$ cat config.mk
export PLATFORM = sky130hd
export DESIGN_NAME = perfect_number_test_unit
export DESIGN_NICKNAME = d
export VERILOG_FILES = /design/src/ptu_pkg.sv /design/src/perfect_number_test_unit.sv /design/src/ptu_dpath.sv /design/src/ptu_ctrl.sv
export SDC_FILE = /design/constraint.sdc
export NUM_CORES = 1
export LEC_CHECK = 0
export BUFFER_PORTS_ARGS = -buffer_cell sky130_fd_sc_hd__buf_2
export CAP_MARGIN = 20
export CORE_UTILIZATION = 52
export CTS_BUF_LIST = sky130_fd_sc_hd__clkbuf_8
export DETAILED_ROUTE_END_ITERATION = 12
export GPL_TIMING_DRIVEN = 0
export PLACE_DENSITY_LB_ADDON = 0.2
export SLEW_MARGIN = 20
export SYNTH_ARGS = -nofsm -noshare
export SYNTH_HDL_FRONTEND = slang
export SYNTH_SLANG_ARGS = --single-unit
export TNS_END_PERCENT = 10
$ cat constraint.sdc
create_clock -name clock -period 7.9 [get_ports clock]
set_input_delay 1.58 -clock clock [delete_from_list [all_inputs] [get_ports clock]]
set_output_delay 1.58 -clock clock [all_outputs]
set_load 0.005 [all_outputs]
$ cat src/ptu_pkg.sv
// ptu_pkg: shared types and constants for the perfect number test unit.
// No dependencies. Used by ptu_ctrl, ptu_dpath and perfect_number_test_unit.
package ptu_pkg;

   localparam int SUM_W = 36;
   localparam logic [SUM_W-1:0] SUM_MAX = {SUM_W{1'b1}};

   // Controller to datapath commands
   typedef struct packed {
      logic load_n;    // capture number, clear sum, trial divisor = 2
      logic acc_one;   // start the sum at 1
      logic div_init;  // start a division of n by d
      logic div_step;  // one restoring division step
      logic add_d;     // sum += d
      logic add_q;     // sum += n / d
      logic inc_d;     // next trial divisor
      logic load_out;  // capture result into output registers
   } cmd_type;

   // Datapath to controller status
   typedef struct packed {
      logic n_small;   // n < 2
      logic d_gt_q;    // d > n / d, search done
      logic rem_zero;  // d divides n
      logic q_eq_d;    // d is the square root of n
   } stat_type;

endpackage

$ cat src/perfect_number_test_unit.sv
// perfect_number_test_unit: proper divisor sum and perfect flag of a number.
// Work: n is divided bit-serially by each trial divisor in turn; the number of
// trial divisors is floor(sqrt(n)), up to 65535 at 32 bits, and none for n < 2.
// One transaction at a time; the restoring divider, run once per trial
// divisor, sets the rate.
// Reset: synchronous, active high; clears controller state and rsp_valid.
module perfect_number_test_unit #(
   parameter int NUMBER_WIDTH = 32
) (
   input  logic                      clock,
   input  logic                      reset,
   // request channel
   input  logic                      req_valid,
   output logic                      req_ready,
   input  logic [NUMBER_WIDTH-1:0]   req_number,
   // response channel
   output logic                      rsp_valid,
   input  logic                      rsp_ready,
   output logic                      rsp_is_perfect,
   output logic [ptu_pkg::SUM_W-1:0] rsp_divisor_sum
);
   import ptu_pkg::*;

   // Control flow per transaction:
   //   accept n -> n < 2 gives sum 0 directly;
   //   otherwise sum = 1, then for d = 2, 3, ...: divide n by d bit-serially,
   //   stop once d > n/d, and on zero remainder add d and (if distinct) n/d
   //   with saturation at SUM_MAX. The result lands in an output register so
   //   the next request is taken while the previous response waits.
   cmd_type  cmd;
   stat_type stat;

   ptu_ctrl #(
      .NUMBER_WIDTH (NUMBER_WIDTH)
   ) u_ctrl (
      .clock     (clock),
      .reset     (reset),
      .req_valid (req_valid),
      .req_ready (req_ready),
      .rsp_valid (rsp_valid),
      .rsp_ready (rsp_ready),
      .stat      (stat),
      .cmd       (cmd)
   );

   ptu_dpath #(
      .NUMBER_WIDTH (NUMBER_WIDTH)
   ) u_dpath (
      .clock       (clock),
      .number      (req_number),
      .cmd         (cmd),
      .stat        (stat),
      .is_perfect  (rsp_is_perfect),
      .divisor_sum (rsp_divisor_sum)
   );

`ifndef ASSERT_OFF
   // one transaction in flight: an accepted request drops ready next cycle
   a_one_in_flight: assert property (@(posedge clock) disable iff (reset)
      (req_valid && req_ready) |=> !req_ready)
      else $error("request accepted while a transaction was in flight");

   // a perfect flag always comes with a real divisor sum (smallest is 6)
   a_perfect_sum: assert property (@(posedge clock) disable iff (reset)
      (rsp_valid && rsp_is_perfect) |-> (rsp_divisor_sum >= SUM_W'(6)))
      else $error("perfect flag with implausible divisor sum");

   // the datapath never sees two of division step, add, number load and output load together
   a_cmd_excl: assert property (@(posedge clock) disable iff (reset)
      $onehot0({cmd.div_step, cmd.add_d, cmd.add_q, cmd.load_out, cmd.load_n}))
      else $error("conflicting datapath commands");
`endif

endmodule

$ cat src/ptu_dpath.sv
// ptu_dpath: number, trial divisor, restoring divider, saturating sum and
// output registers. Depends on ptu_pkg.
module ptu_dpath #(
   parameter int NUMBER_WIDTH = 32
) (
   input  logic                     clock,
   input  logic [NUMBER_WIDTH-1:0]  number,
   input  ptu_pkg::cmd_type         cmd,
   output ptu_pkg::stat_type        stat,
   output logic                     is_perfect,
   output logic [ptu_pkg::SUM_W-1:0] divisor_sum
);
   import ptu_pkg::*;

   localparam int NW = NUMBER_WIDTH;
   localparam int EW = ((NW > SUM_W) ? NW : SUM_W) + 1;

   logic [NW-1:0]    n_ff,   n_in;
   logic [NW-1:0]    d_ff,   d_in;
   logic [NW-1:0]    rem_ff, rem_in;
   logic [NW-1:0]    quo_ff, quo_in;
   logic [SUM_W-1:0] acc_ff, acc_in;
   logic             ovf_ff, ovf_in;
   logic             perf_ff, perf_in;
   logic [SUM_W-1:0] sum_ff, sum_in;

   logic [NW:0]   rem_shift;
   logic [NW:0]   rem_diff;
   logic [NW-1:0] term;
   logic [EW-1:0] sum_ext;

   assign rem_shift = {rem_ff, quo_ff[NW-1]};
   assign rem_diff  = rem_shift - {1'b0, d_ff};
   assign term      = cmd.add_q ? quo_ff : d_ff;
   assign sum_ext   = EW'(acc_ff) + EW'(term);

   always_comb begin
      n_in    = n_ff;
      d_in    = d_ff;
      rem_in  = rem_ff;
      quo_in  = quo_ff;
      acc_in  = acc_ff;
      ovf_in  = ovf_ff;
      perf_in = perf_ff;
      sum_in  = sum_ff;
      if (cmd.load_n) begin
         n_in   = number;
         d_in   = NW'(2);
         acc_in = '0;
         ovf_in = 1'b0;
      end
      if (cmd.acc_one) begin
         acc_in = SUM_W'(1);
      end
      if (cmd.div_init) begin
         rem_in = '0;
         quo_in = n_ff;
      end
      if (cmd.div_step) begin
         if (!rem_diff[NW]) begin
            rem_in = rem_diff[NW-1:0];
            quo_in = {quo_ff[NW-2:0], 1'b1};
         end else begin
            rem_in = rem_shift[NW-1:0];
            quo_in = {quo_ff[NW-2:0], 1'b0};
         end
      end
      if ((cmd.add_d || cmd.add_q) && !ovf_ff) begin
         if (sum_ext > EW'(SUM_MAX)) begin
            acc_in = SUM_MAX;
            ovf_in = 1'b1;
         end else begin
            acc_in = sum_ext[SUM_W-1:0];
         end
      end
      if (cmd.inc_d) begin
         d_in = d_ff + NW'(1);
      end
      if (cmd.load_out) begin
         sum_in  = acc_ff;
         perf_in = !stat.n_small && !ovf_ff && (EW'(acc_ff) == EW'(n_ff));
      end
   end

   always_ff @(posedge clock) begin
      n_ff    <= n_in;
      d_ff    <= d_in;
      rem_ff  <= rem_in;
      quo_ff  <= quo_in;
      acc_ff  <= acc_in;
      ovf_ff  <= ovf_in;
      perf_ff <= perf_in;
      sum_ff  <= sum_in;
   end

   assign stat.n_small  = (n_ff < NW'(2));
   assign stat.d_gt_q   = (d_ff > quo_ff);
   assign stat.rem_zero = (rem_ff == '0);
   assign stat.q_eq_d   = (quo_ff == d_ff);

   assign is_perfect  = perf_ff;
   assign divisor_sum = sum_ff;

endmodule

$ cat src/ptu_ctrl.sv
// ptu_ctrl: sequencing state machine and handshakes for the perfect number
// test unit. Depends on ptu_pkg.
module ptu_ctrl #(
   parameter int NUMBER_WIDTH = 32
) (
   input  logic              clock,
   input  logic              reset,
   input  logic              req_valid,
   output logic              req_ready,
   output logic              rsp_valid,
   input  logic              rsp_ready,
   input  ptu_pkg::stat_type stat,
   output ptu_pkg::cmd_type  cmd
);
   import ptu_pkg::*;

   localparam int CNT_W = (NUMBER_WIDTH > 1) ? $clog2(NUMBER_WIDTH) : 1;

   localparam logic [2:0] ST_IDLE   = 3'd0;
   localparam logic [2:0] ST_START  = 3'd1;
   localparam logic [2:0] ST_DIV    = 3'd2;
   localparam logic [2:0] ST_CHECK  = 3'd3;
   localparam logic [2:0] ST_ADD_D  = 3'd4;
   localparam logic [2:0] ST_ADD_Q  = 3'd5;
   localparam logic [2:0] ST_FINISH = 3'd6;

   logic [2:0]       state_ff, state_in;
   logic [CNT_W-1:0] cnt_ff,   cnt_in;
   logic             rsp_valid_ff, rsp_valid_in;

   always_comb begin
      state_in     = state_ff;
      cnt_in       = cnt_ff;
      rsp_valid_in = rsp_valid_ff && !rsp_ready;
      cmd          = '0;
      case (state_ff)
         ST_IDLE: begin
            if (req_valid) begin
               cmd.load_n = 1'b1;
               state_in   = ST_START;
            end
         end
         ST_START: begin
            if (stat.n_small) begin
               state_in = ST_FINISH;
            end else begin
               cmd.acc_one  = 1'b1;
               cmd.div_init = 1'b1;
               cnt_in       = '0;
               state_in     = ST_DIV;
            end
         end
         ST_DIV: begin
            cmd.div_step = 1'b1;
            cnt_in       = cnt_ff + CNT_W'(1);
            if (cnt_ff == CNT_W'(NUMBER_WIDTH - 1)) begin
               state_in = ST_CHECK;
            end
         end
         ST_CHECK: begin
            if (stat.d_gt_q) begin
               state_in = ST_FINISH;
            end else if (stat.rem_zero) begin
               state_in = ST_ADD_D;
            end else begin
               cmd.inc_d    = 1'b1;
               cmd.div_init = 1'b1;
               cnt_in       = '0;
               state_in     = ST_DIV;
            end
         end
         ST_ADD_D: begin
            cmd.add_d = 1'b1;
            if (stat.q_eq_d) begin
               cmd.inc_d    = 1'b1;
               cmd.div_init = 1'b1;
               cnt_in       = '0;
               state_in     = ST_DIV;
            end else begin
               state_in = ST_ADD_Q;
            end
         end
         ST_ADD_Q: begin
            cmd.add_q    = 1'b1;
            cmd.inc_d    = 1'b1;
            cmd.div_init = 1'b1;
            cnt_in       = '0;
            state_in     = ST_DIV;
         end
         ST_FINISH: begin
            // wait until the output register is free or being emptied
            if (!rsp_valid_ff || rsp_ready) begin
               cmd.load_out = 1'b1;
               rsp_valid_in = 1'b1;
               state_in     = ST_IDLE;
            end
         end
         default: begin
            state_in = ST_IDLE;
         end
      endcase
   end

   always_ff @(posedge clock) begin
      if (reset) begin
         state_ff     <= ST_IDLE;
         cnt_ff       <= '0;
         rsp_valid_ff <= 1'b0;
      end else begin
         state_ff     <= state_in;
         cnt_ff       <= cnt_in;
         rsp_valid_ff <= rsp_valid_in;
      end
   end

   assign req_ready = (state_ff == ST_IDLE);
   assign rsp_valid = rsp_valid_ff;

endmodule

======== After elaboration in Yosys (flattened, before gate mapping) ========
Cells that the tools add are included.
operators by class
  $add $sub $neg .......................... 4
  order comparisons ....................... 3
  equal/unequal tests ..................... 16
  multiplexer cells ....................... 45
  reduce and logical (&&, ||, !) cells .... 18
operator list
  operator                 number
  $mux W32                 8
  $mux W36                 4
  $add A36 B32 Y37         1
  $gt A37 B36 Y1 const B   1
  $eq A36 B32 Y1           1
  $sub A33 B32 Y33         1
  $add A32 B1 Y32 const B  1
  $eq A32 B32 Y1           1
  $gt A32 B32 Y1           1
  $logic_not A32 Y1        1
  $lt A32 B2 Y1 const B    1
  $pmux W5 S5              1
  $mux W3                  7
  $pmux W3 S7              1
  $mux W5                  4
  $mux W1                  17
  $ne A2 B2 Y1 const B     5
  $eq A3 B3 Y1 const B     3
  $eq A3 B2 Y1 const B     2
  $add A5 B1 Y5 const B    1
  $eq A5 B5 Y1 const B     1
  $reduce_and A5 Y1        1
  $reduce_bool A5 Y1       1
  $logic_and A1 B1 Y1      4
  11 further kinds         17
word-level totals
  register bits after elaboration ......... 211
  input port bits ......................... 36
  output and inout port bits .............. 39

======== Logic depth before layout (Yosys ltp) ========
  depth after elaboration ................. 7
  mapped depth ............................ 17
  gate-level depth less buffers ........... 14

======== Cells and area by module ========
From an unflattened synthesis, not the netlist that was laid out.
second synthesis, totals
  cell total of the unflattened synthesis .. 1289
  area total of the unflattened synthesis .. 13516.7 µm²
by module, submodules not included
  module     instances  cells an instance  area each (µm²)  sequential area each (µm²)
  ptu_dpath  1          1215               12952.4          6055.8
  ptu_ctrl   1          74                 564.3            180.2

======== Worst setup path after synthesis ========
No wires, ideal clock.
  path kind ............................... reg-to-reg
  start ................................... register u_dpath.d_ff[17]
  end ..................................... register u_dpath.quo_ff[0], enable pin
  library setup time ...................... 426 ps
  data arrival time ....................... 3867 ps
  data required time ...................... 7474 ps
  path slack .............................. 3607 ps
  stages on the path, launching flop included .. 11
  period minus slack after synthesis ...... 4293 ps
  cell sequence ........................... edfxtp_1 -> ha_1 -> a21o_1 -> a21o_1 -> a2111oi_2 -> nor4_1 -> a2111o_1 -> a311oi_2 -> o22ai_2 -> a21oi_1 -> or2_1
between the ends
  cells in the longest elaborated chain, start to end .. 4
  elaborated cells between the ends (all ways) .. 6
  classes of those cells .................. order compare: 1; eq/ne: 1; mux: 3; reduce/logical: 1
ends and longest elaborated chain
  element                                                  line                              source
  from (decl)                                              ptu_dpath.sv:19                   logic [NW-1:0] d_ff, d_in;
  from (signal assigned)                                   ptu_dpath.sv:87                   d_ff <= d_in;
  $gt A32 B32 Y1 / $eq A32 B32 Y1 (equally long branches)  ptu_dpath.sv:97, ptu_dpath.sv:99
  $mux W1, on equally long branches                        ptu_ctrl.sv:61, ptu_ctrl.sv:74
  $pmux W1 S4 *                                            ptu_ctrl.sv:36                    case (state_ff)
  $reduce_bool A2 Y1 (no source line) *                    --
  to (signal assigned)                                     ptu_dpath.sv:89                   quo_ff <= quo_in;
  to (decl)                                                ptu_dpath.sv:21                   logic [NW-1:0] quo_ff, quo_in;
Mark *: on every way between the ends. The rest lies on a longest branch, timed or not.
A chain may end at the register's enable or synchronous reset.

======== Worst setup path in the final report ========
  start ................................... register u_ctrl.state_ff[0]
  end ..................................... register u_dpath.acc_ff[0] (data pin)
between the ends
  cells in the longest elaborated chain, start to end .. 7
  elaborated cells between the ends (all ways) .. 14
  classes of those cells .................. add/sub: 1; order compare: 1; eq/ne: 3; mux: 7; reduce/logical: 2
ends and longest elaborated chain
  element                      line             source
  from (decl)                  ptu_ctrl.sv:27   logic [2:0] state_ff, state_in;
  from (signal assigned)       ptu_ctrl.sv:110  state_ff <= state_in;
  $eq A3 B3 Y1                 ptu_ctrl.sv:36
  $mux W1                      ptu_ctrl.sv:36
  $mux W32                     ptu_dpath.sv:34  assign term = cmd.add_q ? quo_ff : d_ff;
  $add A36 B32 Y37             ptu_dpath.sv:35  assign sum_ext = EW'(acc_ff) + EW'(term);
  $gt A37 B36 Y1               ptu_dpath.sv:69  if (sum_ext > EW'(SUM_MAX)) begin
  $mux W36                     ptu_dpath.sv:69
  $mux W36 *                   ptu_dpath.sv:68  if ((cmd.add_d || cmd.add_q) && !ovf_ff) begin
  named net u_dpath.acc_in[0]  ptu_dpath.sv:22  logic [SUM_W-1:0] acc_ff, acc_in;
  to (signal assigned)         ptu_dpath.sv:90  acc_ff <= acc_in;
  to (decl)                    ptu_dpath.sv:22
Mark *: on every way through the listed nets, which the timed path passes. The rest lies on a longest branch.

==> impl_metrics.toml <==
[setup_path]
critical_path.most_common_cell = "sky130_fd_sc_hd__clkbuf_1"
required_ps = 8160
crit_family = "buffers and inverters"
crit_path_end_kind = "register"
setup.worst_path.start_class = "register"
cp_num_buf_inv = 4
worst_path_largest_cell_delay_ps = 620
timing.critical_path.slowest_stage_cell = "sky130_fd_sc_hd__clkbuf_1"
crit_type = "reg -> reg"
timing.critical_path.cells = "clkbuf_1 -> clkbuf_1 -> nand2_1 -> clkbuf_1 -> nand2_1 -> o21ai_0 -> fa_1 -> a211oi_1 -> o21ai_1 -> o211ai_1 -> and3b_1 -> nor3_1 -> o21ai_1 -> and2_1 -> clkbuf_1 -> a211oi_1"
worstPathArrival_ps = 5340
critical_path.max_fanout = 10

[yosys]
synth-main-ff-cell = "sky130_fd_sc_hd__edfxtp_1"
mappedNetlistArea_mm2 = 0.0139
synth_fp_nets = 1531
asyncSetResetFlopFracSynth_pct = 0
count_of_flip_flops_with_a_built_in_enable_after_synthesis = 201
synthesis.area_per_instance_um2 = 10.0
postSynthRegisterBits = 211
post_synth_inst_count = 1394
yosysSeqAreaShare_pct = 44.7
yosys.cell_types.count = 74
synth_warnings = 0

[clock_tree]
tritoncts = "done"
clk_latency_ps = 550
cts.reportedPaths.clkPinSlew_ps = 60
cts_buffer_count = 39
clockBufferDepth = 3
htree_levels = 2
post_cts.resized_instances = 0
post-cts-setup-buffer-count = 0
cts.hold.buffers_added = 0
clk_root_buffer_cell = "sky130_fd_sc_hd__clkbuf_8"
tritoncts_num_sinks = 211

[sta]
final_hold_violating_endpoints = 0
tightest_slew_ps = 845
period_share_pct = 64.4
setup_total_negative_slack_ps = 0
finalHoldWorstSlack_ps = 469
fmaxAchievable_mhz = 197
period_needed_ps = 5090
final.setup_skew_ps = 31.0
max-slew-margin-rel_pct = 43.5
final-max-slew-violation-count = 0
grt_setup_unrepaired = "no"
final.setup.worst_slack_ps = 2810
total_setup_violations_reported_at_the_end_of_the_flow = 0

[route]
detail-route-antenna-nets = 0
avgRoutedWirePerCell_um = 18.8
drt_first_iter_violations = 966
viasPerCell = 5.89
vias = 11000
detailedRoute.firstPassIterationCount = 9
drc = 5
final_wirelength_um = 35300

[floorplanning]
core_mm2 = 0.0262
fp-row-count = 59
die_area_mm2 = 0.0275
initial_core_util_pct = 53.2
die_height_um = 166
die_width_um = 166
num_io_pins = 75

[cells_and_area]
layout.nets = 1649
final_common_cell = "sky130_fd_sc_hd__edfxtp_1"
area_growth_syn_to_layout_pct = 11.6
finish.utilization_pct = 59.4
layout.cells.most_common_list = "sky130_fd_sc_hd__edfxtp_1 (201), sky130_fd_sc_hd__nand2_1 (142), sky130_fd_sc_hd__ha_1 (99), sky130_fd_sc_hd__a21oi_1 (94), sky130_fd_sc_hd__inv_1 (89)"
final_layout_size_suffix_gt1_share_pct = 12.6
fin_area_mm2 = 0.0156
diodes = 0
layout.cells.non_filler = 1874

[power_and_ir_drop]
cell_internal_pwr_mw = 2.31
static_leakage_nw = 6.27
share_of_power_burned_in_registers_pct = 42.0
power_density_mw_per_mm2 = 223
pwr-share-clk_pct = 29.5
swShare_pct = 33.4
max-vdd-ir-drop_mv = 0.232
power_frac_comb_pct = 28.4
p_sw_mw = 1.15
design_power_total_mw = 3.46

[grt]
grt_first_pass_wirelength_um = 56000
global_route.overflow_total = 0
grt_antenna_before_repair = 0
grt_start_max_net_pins = 34
first_global_vias = 10400
track_usage_pct = 25.7

[place]
detailedPlacementHpwl_um = 26700
numPlacedInstances = 1806
place_worst_setup_slack_ps = 2930
dpl-instance-area_mm2 = 0.0148
place.gp.congestion = 0.967
io_buffer_count = 74

[job]
timing.max_cap.violations = 0

[run_status]
violations = "design-rule violations"
run_status = "finished with violations"

[hold_path]
min_delay_path_class = "reg -> reg"
-- flip-flops by register name, indices dropped and copies added, names as in the netlist, 3 cells and up --
| name | cells |
|---|---|
| u_dpath.quo_ff | 32 |
| u_ctrl.cnt_ff | 5 |
| u_dpath.acc_ff | 36 |
| u_dpath.d_ff | 32 |
| u_dpath.divisor_sum | 36 |
| u_ctrl.state_ff | 3 |
| u_dpath.rem_ff | 32 |
| u_dpath.n_ff | 32 |
-- per-layer routing --
| metal | vias up | global-route usage (%) | wire, µm |
|---|---|---|---|
| met5 | - | 0 | 0 |
| met4 | 0 | 8.98 | 1030 |
| met3 | 70 | 4.27 | 2370 |
| met2 | 360 | 39.4 | 15500 |
| met1 | 5258 | 37.0 | 16400 |
| li1 | 5355 | - | - |
-- kinds of logic after synthesis --
| family | synth area share, % |
|---|---|
| flip-flops | 44.7 |
| multiplexers | 2.03 |
| adder cells (fa/ha/maj) | 9.17 |
| AND/OR/NAND/NOR | 17.2 |
| XOR/XNOR | 7.41 |
| AO/OA/AOI/OAI | 15.4 |
| buffers and inverters | 4.02 |
-- power groups by stage --
stage	Combinational, mW	Sequential (mW)	Clock, mW
final	0.985	1.45	1.02
after global routing	1.10	1.46	1.09
after global placement	0.939	1.48	0
after CTS	0.975	1.45	1.04
after floorplan	0.754	1.44	0
after detailed placement	0.967	1.47	0
-- cell usage after synthesis, drive strengths merged, types with 11 or more instances --
master | instances | share of area [%]
inv | 88 | 2.4
a21oi | 95 | 3.4
xor2 | 36 | 2.3
a21o | 40 | 2.2
nor2 | 117 | 4.7
xnor2 | 82 | 5.2
edfxtp | 201 | 43
nand2 | 143 | 3.9
nand4 | 25 | 1.1
nand2b | 11 | 0.49
and3 | 14 | 0.63
nor4 | 25 | 1.1
a211oi | 19 | 1.0
o21a | 13 | 0.75
mux2i | 26 | 1.9
clkbuf | 40 | 1.1
nand3 | 39 | 1.4
o21ai | 110 | 3.9
o211ai | 11 | 0.59
nor3 | 25 | 0.93
nor2b | 13 | 0.58
ha | 99 | 8.9
-- cell type report --
type	count	area, µm²
plain buffers	46	230
clock buffers	42	578
clock inverters	26	164
fillers	2271	10700
inverters	88	330
multi-input cells	1049	7160
flip-flops and latches	211	6240
well taps	335	419
repair buffers	77	438
-- worst paths after layout --
| check | startpoint | endpoint | slack [ps] | cells after the start |
|---|---|---|---|---|
| worst max-delay path | u_ctrl.state_ff[0] | u_dpath.acc_ff[0] | 2810 | 16 |
| worst min-delay path | u_ctrl.cnt_ff[4] | u_ctrl.cnt_ff[4] | 470 | 2 |
| worst max register to register | u_ctrl.state_ff[0] | u_dpath.acc_ff[0] | 2810 | 16 |
| worst min register to register | u_ctrl.cnt_ff[4] | u_ctrl.cnt_ff[4] | 470 | 2 |
-- worst reg2reg max path, delay by kind of cell, from the launching register on --
family,cells,cell delay (ps)
fa+ha+maj,1,510
flops,1,300
compound gates,6,1250
simple gates,5,1150
buf+inv,4,1620
Power figures use the tool's default switching activity.
